--- src/hw/rtl/turmite_step_engine_assert.svh ---
// ============================================================================
// Assertion macros for the turmite step engine
// Concurrent checks are written through these macros so that a build can
// leave them all out by defining NO_ASSERTIONS.
// ============================================================================
`ifndef TURMITE_STEP_ENGINE_ASSERT_SVH
`define TURMITE_STEP_ENGINE_ASSERT_SVH
`ifndef NO_ASSERTIONS
// A property that is checked at every rising edge outside of reset.
`define TSE_ASSERT(lbl, clk, rstn, prop) \
    lbl: assert property (@(posedge clk) disable iff (!rstn) prop) \
        else $error("turmite step engine: assertion failed");
// An antecedent that must be followed by the consequent in the next cycle.
`define TSE_ASSERT_NEXT(lbl, clk, rstn, ante, cons) \
    lbl: assert property (@(posedge clk) disable iff (!rstn) (ante) |=> (cons)) \
        else $error("turmite step engine: next-cycle assertion failed");
`else
`define TSE_ASSERT(lbl, clk, rstn, prop)
`define TSE_ASSERT_NEXT(lbl, clk, rstn, ante, cons)
`endif
`endif

--- src/hw/rtl/tse_pkg.sv ---
// ============================================================================
// tse_pkg
// Types, constants and helper functions shared by the turmite step engine.
// ============================================================================
package tse_pkg;

    // Tape and rule table dimensions.
    localparam int MAX_WIDTH  = 256;
    localparam int MAX_HEIGHT = 256;
    localparam int MAX_STATES = 16;
    localparam int MAX_COLORS = 16;

    localparam int X_IW       = $clog2(MAX_WIDTH);
    localparam int Y_IW       = $clog2(MAX_HEIGHT);
    localparam int TAPE_CELLS = MAX_WIDTH * MAX_HEIGHT;
    localparam int TAPE_AW    = X_IW + Y_IW;
    localparam int STATE_IW   = $clog2(MAX_STATES);
    localparam int COLOR_IW   = $clog2(MAX_COLORS);
    localparam int RULE_CELLS = MAX_STATES * MAX_COLORS;
    localparam int RULE_AW    = STATE_IW + COLOR_IW;

    // Field widths of the command and result words.
    localparam int COORD_W  = 8;
    localparam int DIM_W    = 9;
    localparam int CNT_W    = 5;
    localparam int COLOR_W  = 4;
    localparam int STATE_W  = 4;
    localparam int TURN_W   = 4;
    localparam int HEAD_W   = 2;
    localparam int CFG_IX_W = 2;

    // Largest grid size that a coordinate of COORD_W bits can reach.
    localparam logic [DIM_W-1:0] WIDTH_LIMIT  =
        DIM_W'((MAX_WIDTH < 256) ? MAX_WIDTH : 256);
    localparam logic [DIM_W-1:0] HEIGHT_LIMIT =
        DIM_W'((MAX_HEIGHT < 256) ? MAX_HEIGHT : 256);

    typedef enum logic [1:0] {
        CMD_STEP  = 2'd0,
        CMD_LOAD  = 2'd1,
        CMD_PLACE = 2'd2,
        CMD_READ  = 2'd3
    } t_cmd;

    typedef enum logic [CFG_IX_W-1:0] {
        CFG_GRID_W     = 2'd0,
        CFG_GRID_H     = 2'd1,
        CFG_NUM_STATES = 2'd2,
        CFG_NUM_COLORS = 2'd3
    } t_cfg_reg;

    typedef enum logic [TURN_W-1:0] {
        TURN_FWD   = 4'd0,
        TURN_LEFT  = 4'd1,
        TURN_RIGHT = 4'd2,
        TURN_BACK  = 4'd3,
        TURN_NORTH = 4'd4,
        TURN_EAST  = 4'd5,
        TURN_SOUTH = 4'd6,
        TURN_WEST  = 4'd7,
        TURN_HOLD  = 4'd8
    } t_turn;

    typedef enum logic [HEAD_W-1:0] {
        HEAD_NORTH = 2'd0,
        HEAD_EAST  = 2'd1,
        HEAD_SOUTH = 2'd2,
        HEAD_WEST  = 2'd3
    } t_heading;

    typedef enum logic [1:0] {
        S_CLEAR = 2'd0,
        S_IDLE  = 2'd1,
        S_LOOK  = 2'd2,
        S_EXEC  = 2'd3
    } t_fsm;

    typedef struct packed {
        logic               halt;
        logic [STATE_W-1:0] nstate;
        logic [TURN_W-1:0]  turn;
        logic [COLOR_W-1:0] wcol;
    } t_rule;

    typedef struct packed {
        logic [1:0]         command;
        logic [STATE_W-1:0] rule_state;
        logic [COLOR_W-1:0] rule_color;
        logic [COLOR_W-1:0] entry_write_color;
        logic [TURN_W-1:0]  entry_turn;
        logic [STATE_W-1:0] entry_next_state;
        logic               entry_halt;
        logic [COORD_W-1:0] place_x;
        logic [COORD_W-1:0] place_y;
        logic [HEAD_W-1:0]  place_heading;
        logic [STATE_W-1:0] place_state;
    } t_in_item;

    typedef struct packed {
        logic [COORD_W-1:0] ant_x_out;
        logic [COORD_W-1:0] ant_y_out;
        logic [HEAD_W-1:0]  heading_out;
        logic [STATE_W-1:0] state_out;
        logic [COLOR_W-1:0] cell_color_read;
        logic [COLOR_W-1:0] cell_color_written;
        logic               halted_out;
        logic               executed;
    } t_out_item;

    // Controller to datapath.
    typedef struct packed {
        logic clear;
        logic accept;
        logic look;
        logic exec;
    } t_ctrl;

    // Datapath to controller.
    typedef struct packed {
        logic clear_done;
        logic is_step;
    } t_status;

    // A size register of zero or above the limit is saturated into range.
    function automatic logic [DIM_W-1:0] dim_in_use(input logic [DIM_W-1:0] r,
                                                   input logic [DIM_W-1:0] lim);
        logic [DIM_W-1:0] res;
        if (r == '0) begin
            res = DIM_W'(1);
        end else if (r > lim) begin
            res = lim;
        end else begin
            res = r;
        end
        return res;
    endfunction

    function automatic logic [COORD_W-1:0] step_up(input logic [COORD_W-1:0] v,
                                                  input logic [DIM_W-1:0]   size);
        logic [DIM_W-1:0] inc;
        inc = {1'b0, v} + DIM_W'(1);
        return (inc >= size) ? '0 : inc[COORD_W-1:0];
    endfunction

    function automatic logic [COORD_W-1:0] step_down(input logic [COORD_W-1:0] v,
                                                    input logic [DIM_W-1:0]   size);
        logic [DIM_W-1:0] dec;
        dec = size - DIM_W'(1);
        return (v == '0) ? dec[COORD_W-1:0] : v - COORD_W'(1);
    endfunction

    function automatic logic [HEAD_W-1:0] turn_heading(input logic [HEAD_W-1:0] h,
                                                      input logic [TURN_W-1:0] turn);
        logic [HEAD_W-1:0] res;
        case (turn)
            TURN_LEFT:  res = h + HEAD_W'(3);
            TURN_RIGHT: res = h + HEAD_W'(1);
            TURN_BACK:  res = h + HEAD_W'(2);
            TURN_NORTH: res = HEAD_NORTH;
            TURN_EAST:  res = HEAD_EAST;
            TURN_SOUTH: res = HEAD_SOUTH;
            TURN_WEST:  res = HEAD_WEST;
            default:    res = h;
        endcase
        return res;
    endfunction

endpackage

--- src/hw/rtl/tse_ctrl.sv ---
// ============================================================================
// tse_ctrl
// Sequencer of the engine: tape clearing after reset, command accept, the
// lookup cycle and the execute cycle of a step.
// ============================================================================
`include "turmite_step_engine_assert.svh"

module tse_ctrl (
    input  logic             i_clk,
    input  logic             i_rst_n,
    input  logic             i_start,
    input  tse_pkg::t_status i_status,
    output tse_pkg::t_ctrl   o_ctrl,
    output logic             o_busy
);
    import tse_pkg::*;

    t_fsm r_state;
    t_fsm n_state;

    always_ff @(posedge i_clk) begin
        if (!i_rst_n) begin
            r_state <= S_CLEAR;
        end else begin
            r_state <= n_state;
        end
    end

    always_comb begin
        n_state = r_state;
        o_ctrl  = '0;
        o_busy  = 1'b1;
        case (r_state)
            S_CLEAR: begin
                o_ctrl.clear = 1'b1;
                if (i_status.clear_done) begin
                    n_state = S_IDLE;
                end
            end
            S_IDLE: begin
                o_busy = 1'b0;
                if (i_start) begin
                    o_ctrl.accept = 1'b1;
                    n_state       = S_LOOK;
                end
            end
            S_LOOK: begin
                o_ctrl.look = 1'b1;
                // Only a step needs the rule entry; other commands finish here.
                n_state = i_status.is_step ? S_EXEC : S_IDLE;
            end
            S_EXEC: begin
                o_ctrl.exec = 1'b1;
                n_state     = S_IDLE;
            end
            default: begin
                n_state = S_IDLE;
            end
        endcase
    end

    `TSE_ASSERT(a_ctrl_onehot, i_clk, i_rst_n, $onehot0(o_ctrl))
    `TSE_ASSERT_NEXT(a_accept_look, i_clk, i_rst_n, o_ctrl.accept, o_ctrl.look)
    `TSE_ASSERT_NEXT(a_short_cmd_done, i_clk, i_rst_n, o_ctrl.look && !i_status.is_step, !o_busy)
    `TSE_ASSERT_NEXT(a_exec_done, i_clk, i_rst_n, o_ctrl.exec, !o_busy)

endmodule

--- config.mk ---
export PLATFORM = sky130hd
export DESIGN_NAME = tse_ctrl
export DESIGN_NICKNAME = d
export VERILOG_FILES = /design/src/hw/rtl/tse_pkg.sv /design/src/hw/rtl/tse_ctrl.sv
export VERILOG_INCLUDE_DIRS = /design/src /design/src/hw/rtl
export SDC_FILE = /design/constraint.sdc
export NUM_CORES = 1
export LEC_CHECK = 0
export ABC_CLOCK_PERIOD_IN_PS = 1350
export BUFFER_PORTS_ARGS = -buffer_cell sky130_fd_sc_hd__buf_2
export CAP_MARGIN = 5
export CORE_AREA = 2 2 39 41
export CTS_BUF_LIST = sky130_fd_sc_hd__clkbuf_8 sky130_fd_sc_hd__clkbuf_16
export DETAILED_ROUTE_END_ITERATION = 16
export DIE_AREA = 0 0 41 43
export SLEW_MARGIN = 10
export SYNTH_ARGS = -nofsm -noshare
export SYNTH_HDL_FRONTEND = slang
export SYNTH_SLANG_ARGS = --single-unit
--- constraint.sdc ---
create_clock -name i_clk -period 1.35 [get_ports i_clk]
set_clock_uncertainty 0.05 [all_clocks]
set_input_delay 0 -clock i_clk [delete_from_list [all_inputs] [get_ports i_clk]]
set_output_delay 0 -clock i_clk [all_outputs]
set_load 0.03 [all_outputs]
* Yosys cells after proc, flatten, opt, wreduce, memory -nomap -nowiden
Cells that the tools add are included.
Operators by class: multiply operators 0, reductions and logical operators 2, shift-type cells 0, div/mod/pow operators 0, equality and inequality tests 5, muxes and demuxes 10, bitwise operators 0, add/subtract/negate cells 0, magnitude comparators 0
Operators by type and width (count):
- $pmux W2 S4 | 1
- $mux W1 | 6
- $mux W2 | 3
- $eq A2 B2 Y1 const B | 2
- $ne A2 B2 Y1 const B | 2
- $eq A2 B1 Y1 const B | 1
- $logic_not A2 Y1 | 1
- $reduce_and A2 Y1 | 1
Word-level totals: output and inout port bits 5, bits in latches 0, bits of input ports 5, ROM bits 0, bits in writable memories 0, logic and storage cells 18, flip-flop bits (word level) 2, memories 0

* Logic depth before layout (Yosys ltp)
Gate-level depths: netlist of run 1.
depth after elaboration 3, mapped depth 5, gate-level depth less buffers 5

* Worst setup path before layout of run 1
No wires, ideal clock.
path type reg-to-reg, from register r_state[0], to register r_state[1], cell stages (with the launch flop) 6, data required time 1.172 ns, setup slack 0.001 ns, buffers on the path 0, arrival time 1.171 ns, period minus slack after synthesis 1.349 ns, path through dfxtp_1 > inv_1 > ha_1 > nor2b_4 > o211ai_1 > o41ai_2
On the way: longest elaborated chain between the ends 3, elaborated cells between the ends (all ways) 8, those cells by class eq/ne (5); mux (1); reduce/logical (2)
RTL lines:
- from (decl) | line tse_ctrl.sv:18 | t_fsm r_state;
- from (signal assigned) | line tse_ctrl.sv:25 | r_state <= n_state;
- $eq A2 B1 Y1 / $logic_not A2 Y1 (equally long branches) | line tse_ctrl.sv:33 | case (r_state)
- $ne A2 B2 Y1 (no line)
- $reduce_and A2 Y1 (no line)
Parallel ways exist; a longest one is shown, timed or not. A chain may end at the register's enable or synchronous reset.

* Worst setup path after layout of run 1
Same ends and word-level chain as after synthesis.

==> impl_metrics.toml, run 1 <==
[pwr]
clockPowerShare_pct = 56.9
combPwrFrac_pct = 25.7
total_leakage_power_nw = 0.158
power.switching_uw = 110
p_int_uw = 296
p_seq_share_pct = 17.4
powerDensity_mw_per_mm2 = 1340
swShare_pct = 27.1
peakVddDrop_uv = 321

[clock_tree]
clockBufferDepth = 2
tritoncts = "yes"
clk_pin_slew_ns = 0.03
hold_buffers = 0
cts_sinks = 2
clockRootBuffer = "clkbuf_8"
clk_latency_ns = 0.21
htreeDepth = 1
cts_buffers = 3

[timing]
maxSlewViolCount = 0
hold_viol = 0
worst_slack_ns = 0.131
slew_headroom_pct = 83.3
fin_crit_sh_pct = 90.3
rsz0062_at_grt = "no"
worstMarginPinSlew_ns = 0.247
max_freq_mhz = 820
fin_crit_ns = 1.22
setup_violations = 0
fin_tns_setup_ns = 0

[setup_path]
worst_setup_path_start_kind = "flop"
required_ns = 1.40
critPathKind = "reg -> reg"
reg2reg_depth = 4
critPathMaxFanout = 4
arrival_ns = 1.27
rrSetupSlack_ns = 0.13
rr_endpoint = "r_state[1]$_SDFFE_PN0P_"
r2r-start = "r_state[0]$_SDFFE_PN0P_"
end_kind = "flop"

[drt]
drt-initial-drc-count = 0
routed_via_density = 3.61
vias = 177
drt_wl_total_um = 377
wl_met1_um = 160
final_antenna_net_count = 0
firstDrtPassIters = 1
wl_met2_um = 195
drt-wirelength-per-cell_um = 7.69
highest_layer = "met3"
wl_met3_um = 22
drc = 0

[grt]
antenna_found_initial = 0
grt_start_max_net_pins = 5
grt_usage_pct = 6.01
grt-ovfl-total = 0
grt_pass1_wl_um = 641
grt_pass1_vias = 177

[layout]
regMostFlops = "r_state"
diodes = 0
seq_area_um2 = 41.3
fill_cells = 164
area_delta_synth_final_pct = 61.3
multi_input_area_um2 = 133
drive_above_1_share_pct = 51.5
reg.largest.list = "r_state x2"
largest_reg_flops = 2
nNetsFinal = 44

[synth]
synth.distinct_cells = 12
yosys_warnings = 0
yosysTopAreaCellShare_pct = 26.7
avgSynthCellArea_um2 = 9.38
synth_seq_cells = 2
netlist_instances = 20
yosysTopAreaCell = "ha_1"
syn_area_um2 = 188
seq_area_frac_synth_pct = 21.3
syn_nets = 29
synth_top_cells_by_area = "ha_1, dfxtp_1, nor2b_4, o41ai_2, inv_1"

[die]
die_area_mm2 = 0.00176
die_width_um = 41
rows = 14
start_util_pct = 13.6
io_pins = 10
core_area_mm2 = 0.00138
fp.dieH_um = 43

[placement]
gp_congestion = 0.593
numPortBuffers = 9
place_ws_ns = 0.0644
dpl.hpwl_um = 325

[job]
drv_cap = 0

[hold_path]
holdPathEnd = "r_state[0]$_SDFFE_PN0P_"
hold_depth = 2
worstHoldPathType = "in -> reg"
min_from = "i_rst_n"

[status]
status = "complete, no violations"
[area by class of cell]
class                   count  share of cell area, %
clock buffers               3                   13.6
inverters                   4                   4.96
multi-input cells          14                   43.8
flip-flops and latches      2                   13.6
well taps                  16                   6.61
repair buffers             10                   17.4
[synth_stat cells, drive strengths merged]
master / number
ha: 4
inv: 4
dfxtp: 2
nor2b: 2
a21boi: 1
a21oi: 1
nand2: 1
nor2: 1
o211ai: 1
o21ai: 1
o41ai: 1
or2: 1
[cell usage in the layout (no fill, tap or decap)]
cell type  synthesis  layout
a21oi_1            1       1
nor2b_4            2       2
o211ai_1           1       1
dfxtp_2            0       1
buf_2              0       9
a21boi_1           1       1
or2_0              1       1
nor2_1             1       1
nand2_1            1       1
o21ai_0            1       1
buf_4              0       1
dfxtp_1            2       1
clkbuf_8           0       3
inv_1              4       4
o41ai_2            1       1
ha_1               4       4
[how the worst max path moves through the flow]
stage | from | to
after floorplan | r_state[0]$_SDFFE_PN0P_ | r_state[1]$_SDFFE_PN0P_
after detailed placement | r_state[0]$_SDFFE_PN0P_ | r_state[1]$_SDFFE_PN0P_
final | r_state[0]$_SDFFE_PN0P_ | r_state[1]$_SDFFE_PN0P_
after global placement | r_state[0]$_SDFFE_PN0P_ | r_state[1]$_SDFFE_PN0P_
after global routing | r_state[0]$_SDFFE_PN0P_ | r_state[1]$_SDFFE_PN0P_
after CTS | r_state[0]$_SDFFE_PN0P_ | r_state[1]$_SDFFE_PN0P_
[per-stage QoR]
stage | instances | power, mW | area, um^2 | utilization [%] | hold WS [ns]
5_1_grt | 49 | 0.435 | 303 | 21.9 | 0.0270
2_1_floorplan | 20 | 0.148 | 188 | - | 0.102
3_3_place_gp | 46 | 0.176 | 260 | 18.8 | 0.238
4_1_cts | 49 | 0.419 | 302 | 21.8 | 0.0279
6_report | 49 | 0.406 | 303 | 21.9 | 0.0237
3_5_place_dp | 46 | 0.176 | 260 | 18.8 | 0.245
[cells by family after synthesis]
kind of cell	share of synthesized area, %
simple gates	22.0
compound gates	22.0
fa+ha+maj	26.7
buf+inv	8.00
flops	21.3
[layer usage]
layer	GRT usage, %	up-vias
li1	-	92
met1	4.47	80
met2	8.75	5
met3	4.71	0
met4	6.00	0
met5	0	-
[power groups by stage]
stage               sequential (mW)  clock (mW)  combinational (mW)
finish                       0.0705       0.231               0.104
global route                 0.0714       0.247               0.117
CTS                          0.0698       0.243               0.106
detailed placement           0.0705           0               0.106
global placement             0.0701           0               0.106
floorplan                    0.0703           0              0.0777
[worst max-delay path, stage by stage, from the launching register on]
cell,delay [ns]
dfxtp_2,0.33
inv_1,0.06
ha_1,0.20
nor2b_4,0.14
o41ai_2,0.34
[what timing repair did]
| item | 4_1_cts | 5_1_grt |
|---|---|---|
| setup endpoints to repair | 0 | 1 |
| resized for setup | 0 | 1 |
| setup buffers | 0 | 0 |
(Power assumes the default switching activity.)
==> inputs of run 2 (changes only) <==
--- a/config.mk
+++ b/config.mk
@@ -7,12 +7,13 @@
 export NUM_CORES = 1
 export LEC_CHECK = 0
 export ABC_CLOCK_PERIOD_IN_PS = 1350
-export BUFFER_PORTS_ARGS = -buffer_cell sky130_fd_sc_hd__buf_2
 export CAP_MARGIN = 5
 export CORE_AREA = 2 2 39 41
 export CTS_BUF_LIST = sky130_fd_sc_hd__clkbuf_8 sky130_fd_sc_hd__clkbuf_16
+export CTS_CLUSTER_DIAMETER = 60
 export DETAILED_ROUTE_END_ITERATION = 16
 export DIE_AREA = 0 0 41 43
+export DONT_BUFFER_PORTS = 1
 export SLEW_MARGIN = 10
 export SYNTH_ARGS = -nofsm -noshare
 export SYNTH_HDL_FRONTEND = slang
==> impl_metrics.toml, run 2 (synthesis gave the netlist of run 1 again) <==
[clock_tree]
clockRootBuffer = "clkbuf_8"
cts_buffers = 3
tritoncts = "yes"
clockBufferDepth = 2
clk_latency_ns = 0.21
clk_pin_slew_ns = 0.03
htreeDepth = 1
cts_sinks = 2

[drt]
routed_via_density = 3.64
final_antenna_net_count = 0
drt_wl_total_um = 423
firstDrtPassIters = 2
vias = 171
drt-wirelength-per-cell_um = 9.00
drc = 0
drt-initial-drc-count = 2

[timing]
fin_tns_setup_ns = 0
fin_crit_ns = 1.22
fin_crit_sh_pct = 90.6
maxSlewViolCount = 0
max_freq_mhz = 818
setup_violations = 0
hold_viol = 0
slew_headroom_pct = 79.8
rsz0062_at_grt = "no"
worstMarginPinSlew_ns = 0.304
worst_slack_ns = 0.127

[setup_path]
rrSetupSlack_ns = 0.13
rr_endpoint = "r_state[1]$_SDFFE_PN0P_"
end_kind = "flop"
crit_start = "r_state[0]$_SDFFE_PN0P_"
critPathKind = "reg -> reg"
arrival_ns = 1.26
r2r-start = "r_state[0]$_SDFFE_PN0P_"
critPathMaxFanout = 4
crit_path_end = "r_state[1]$_SDFFE_PN0P_"
required_ns = 1.38
reg2reg_depth = 5
worst_setup_path_start_kind = "flop"

[die]
die_area_mm2 = 0.00176
start_util_pct = 13.6
die_width_um = 41
rows = 14
io_pins = 10
fp.dieH_um = 43
core_area_mm2 = 0.00138

[grt]
grt-ovfl-total = 0
grt_pass1_vias = 175
grt_start_max_net_pins = 5
grt_usage_pct = 6.41
antenna_found_initial = 0
grt_pass1_wl_um = 662

[hold_path]
worstHoldPathType = "in -> reg"

[layout]
diodes = 0
layout_common_cells = "buf_4, inv_1, ha_1"
regMostFlops = "r_state"
largest_reg_flops = 2
layout.cells.most_common = "buf_4"
drive_above_1_share_pct = 38.7
nNetsFinal = 42
area_delta_synth_final_pct = 69.3
reg.largest.list = "r_state x2"

[pwr]
swShare_pct = 26.8
power.switching_uw = 112
combPwrFrac_pct = 27.5
p_int_uw = 304
powerDensity_mw_per_mm2 = 1310
peakVddDrop_uv = 340
clockPowerShare_pct = 55.4
p_seq_share_pct = 17.1
total_leakage_power_nw = 0.152

[placement]
dpl.hpwl_um = 328
gp_congestion = 0.600
numPortBuffers = 0
place_ws_ns = 0.0567

[status]
status = "complete, no violations"

[job]
drv_cap = 0
==> run 2: cell types whose count changed in the layout (fill, tap and decap cells not counted) <==
cell           previous run  this run
buf_2                     9         0
buf_4                     1         5
dlygate4sd3_1             0         3
==> run 2: final cells by class <==
| type | instances | area [um^2] |
|---|---|---|
| Fill cell | 159 | 1070 |
| Multi-Input combinational cell | 14 | 133 |
| Timing Repair Buffer | 8 | 67.6 |
| Sequential cell | 2 | 41.3 |
| Clock buffer | 3 | 41.3 |
| Tap cell | 16 | 20.0 |
| Inverter | 4 | 15.0 |
==> run 2: how the worst min path moves through the flow <==
stage                                   end        start  cells after the start
global route        r_state[0]$_SDFFE_PN0P_      i_start                      3
detailed placement  r_state[1]$_SDFFE_PN0P_      i_rst_n                      2
floorplan           r_state[1]$_SDFFE_PN0P_      i_rst_n                      2
finish              r_state[1]$_SDFFE_PN0P_  i_status[0]                      2
global placement    r_state[1]$_SDFFE_PN0P_      i_rst_n                      2
CTS                 r_state[1]$_SDFFE_PN0P_  i_status[0]                      2
==> run 2: layer usage <==
layer | vias to the layer above | track usage (%) | wire (um)
met5 | - | 0 | 0
met4 | 0 | 6.00 | 0
met3 | 0 | 4.71 | 24
met2 | 5 | 9.06 | 217
met1 | 79 | 5.43 | 181
li1 | 87 | - | -
==> run 2: repair_timing <==
| action | CTS | global route |
|---|---|---|
| setup endpoints to repair | 0 | 2 |
| endpoints found under the hold margin | 2 | 0 |
| gates resized for setup | 0 | 1 |
| hold buffers | 3 | 0 |
| setup buffers | 0 | 0 |
==> run 2: per-stage QoR <==
step	hold slack, ns	power, mW	utilization [%]	area, um^2	cells
floorplan	0.102	0.148	-	188	20
finish	0.0339	0.416	23.0	318	47
global route	0.0443	0.451	23.0	318	47
CTS	0.0350	0.426	22.9	317	47
detailed placement	0.116	0.177	17.7	245	41
global placement	0.109	0.175	17.7	245	41
==> run 2: power by group through the flow <==
stage	Sequential, mW	Combinational, mW	Clock [mW]
final	0.0712	0.114	0.231
after global routing	0.0722	0.124	0.254
after CTS	0.0706	0.115	0.240
after detailed placement	0.0713	0.105	0
after global placement	0.0710	0.104	0
after floorplan	0.0703	0.0777	0
==> run 2: worst max-delay path, cell delays in order, from the launching register on <==
cell,delay (ns)
dfxtp_2,0.34
inv_1,0.06
ha_1,0.21
nor2b_4,0.14
o211ai_1,0.20
o41ai_2,0.10
==> inputs of run 3 (changes only) <==
--- a/config.mk
+++ b/config.mk
@@ -8,12 +8,15 @@
 export LEC_CHECK = 0
 export ABC_CLOCK_PERIOD_IN_PS = 1350
 export CAP_MARGIN = 5
+export CELL_PAD_IN_SITES_DETAIL_PLACEMENT = 0
+export CELL_PAD_IN_SITES_GLOBAL_PLACEMENT = 2
 export CORE_AREA = 2 2 39 41
 export CTS_BUF_LIST = sky130_fd_sc_hd__clkbuf_8 sky130_fd_sc_hd__clkbuf_16
 export CTS_CLUSTER_DIAMETER = 60
 export DETAILED_ROUTE_END_ITERATION = 16
 export DIE_AREA = 0 0 41 43
 export DONT_BUFFER_PORTS = 1
+export PLACE_DENSITY_LB_ADDON = 0.1
 export SLEW_MARGIN = 10
 export SYNTH_ARGS = -nofsm -noshare
 export SYNTH_HDL_FRONTEND = slang
==> impl_metrics.toml, run 3 (synthesis gave the netlist of run 1 again) <==
[layout]
layout_common_cells = "buf_4, inv_1, ha_1"
multi_input_area_um2 = 133
largest_reg_flops = 2
layout.cells.most_common = "buf_4"
drive_above_1_share_pct = 40.0
regMostFlops = "r_state"
area_delta_synth_final_pct = 64.0
nNetsFinal = 41
reg.largest.list = "r_state x2"
fill_cells = 158
diodes = 0
layoutNonFillerInstCount = 46
seq_area_um2 = 41.3

[timing]
worstMarginPinSlew_ns = 0.308
fin_tns_setup_ns = 0
maxSlewViolCount = 0
max_freq_mhz = 810
worst_slack_ns = 0.115
rsz0062_at_grt = "no"
fin_crit_sh_pct = 91.5
fin_crit_ns = 1.23
slew_headroom_pct = 79.5
setup_violations = 0
hold_ws_ns = -0.00228
hold_viol = 1

[setup_path]
required_ns = 1.39
arrival_ns = 1.27
worst_setup_path_start_kind = "flop"
path_delay_family = "flip-flops"
critPathMaxFanout = 4
slowest_delay_ns = 0.34
critPathKind = "reg -> reg"
end_kind = "flop"
cp_slowest_cell = "dfxtp_2"
crit_buf_inv = 1
worstPathCellList = "inv_1 -> ha_1 -> nor2b_4 -> o211ai_1 -> o41ai_2"

[grt]
grt_pass1_vias = 191
grt_usage_pct = 7.62
antenna_found_initial = 0
grt_start_max_net_pins = 5
grt-ovfl-total = 0
grt_pass1_wl_um = 786

[placement]
dpl.hpwl_um = 358
numPortBuffers = 0
dp.cells = 41
gp_congestion = 0.592
place_ws_ns = 0.0635

[pwr]
p_seq_share_pct = 17.1
clockPowerShare_pct = 56.4
total_leakage_power_nw = 0.148
powerDensity_mw_per_mm2 = 1350
combPwrFrac_pct = 26.5
peakVddDrop_uv = 378
p_total_uw = 417
swShare_pct = 27.4
p_int_uw = 303
power.switching_uw = 114

[drt]
firstDrtPassIters = 2
drc = 0
drt-wirelength-per-cell_um = 9.74
final_antenna_net_count = 0
routed_via_density = 3.57
drt-initial-drc-count = 1
vias = 164
drt_wl_total_um = 448

[die]
rows = 14
fp.dieH_um = 43
die_area_mm2 = 0.00176
io_pins = 10
die_width_um = 41
core_area_mm2 = 0.00138
start_util_pct = 13.6

[clock_tree]
clockBufferDepth = 2
clk_pin_slew_ns = 0.03
cts_buffers = 3
htreeDepth = 1
cts_sinks = 2
clk_latency_ns = 0.21
clockRootBuffer = "clkbuf_8"
tritoncts = "yes"

[status]
status = "complete, but fails checks"
failed_checks = "hold timing"

[hold_path]
worstHoldPathType = "in -> reg"

[job]
drv_cap = 0
==> run 3: changes by cell type in the layout (fill, tap and decap cells not counted), sizes merged <==
cell,before,now
dlygate4sd3,3,2
==> run 3: timing repair <==
item / CTS / global route
hold endpoints to repair: 2 / 0
buffers inserted: 0 / 0
endpoints found under the setup margin: 0 / 2
gates resized for setup: 0 / 1
hold buffers: 2 / 0
==> run 3: worst register-to-register path, delay by kind of cell (launching register included) <==
| family | cells | cell delay (ns) |
|---|---|---|
| AO/OA/AOI/OAI | 2 | 0.31 |
| adder cells (fa/ha/maj) | 1 | 0.20 |
| buffers and inverters | 1 | 0.06 |
| AND/OR/NAND/NOR | 1 | 0.14 |
| flip-flops | 1 | 0.34 |
==> run 3: routing by layer <==
| metal | vias up | wire length [um] | track usage [%] |
|---|---|---|---|
| met2 | 9 | 168 | 7.81 |
| li1 | 85 | - | - |
| met4 | 0 | 8 | 8.00 |
| met5 | - | 0 | 0 |
| met3 | 2 | 63 | 7.33 |
| met1 | 68 | 208 | 7.99 |
==> run 3: power by group through the flow <==
stage / Combinational, mW / Sequential, mW / Clock, mW
2_1_floorplan: 0.0777 / 0.0703 / 0
6_report: 0.111 / 0.0713 / 0.235
3_3_place_gp: 0.108 / 0.0712 / 0
3_5_place_dp: 0.106 / 0.0713 / 0
5_1_grt: 0.123 / 0.0725 / 0.253
4_1_cts: 0.113 / 0.0705 / 0.244
==> run 3: worst paths after layout <==
check	to	cells after the start	from	slack [ns]
hold / removal	r_state[1]$_SDFFE_PN0P_	2	i_status[1]	-0.002
hold reg to reg	r_state[0]$_SDFFE_PN0P_	2	r_state[0]$_SDFFE_PN0P_	0.45
setup / recovery	r_state[1]$_SDFFE_PN0P_	5	r_state[0]$_SDFFE_PN0P_	0.12
setup reg to reg	r_state[1]$_SDFFE_PN0P_	5	r_state[0]$_SDFFE_PN0P_	0.12
==> run 3: layout make-up <==
type,count,area share (%)
multi-input cells,14,43.1
well taps,16,6.50
clock buffers,3,13.4
repair buffers,7,18.7
inverters,4,4.88
flip-flops and latches,2,13.4
==> run 3: stage by stage <==
stage | utilization (%) | area [um^2]
global placement | 17.7 | 245
detailed placement | 17.7 | 245
floorplan | - | 188
global route | 22.2 | 308
finish | 22.2 | 308
CTS | 22.2 | 307
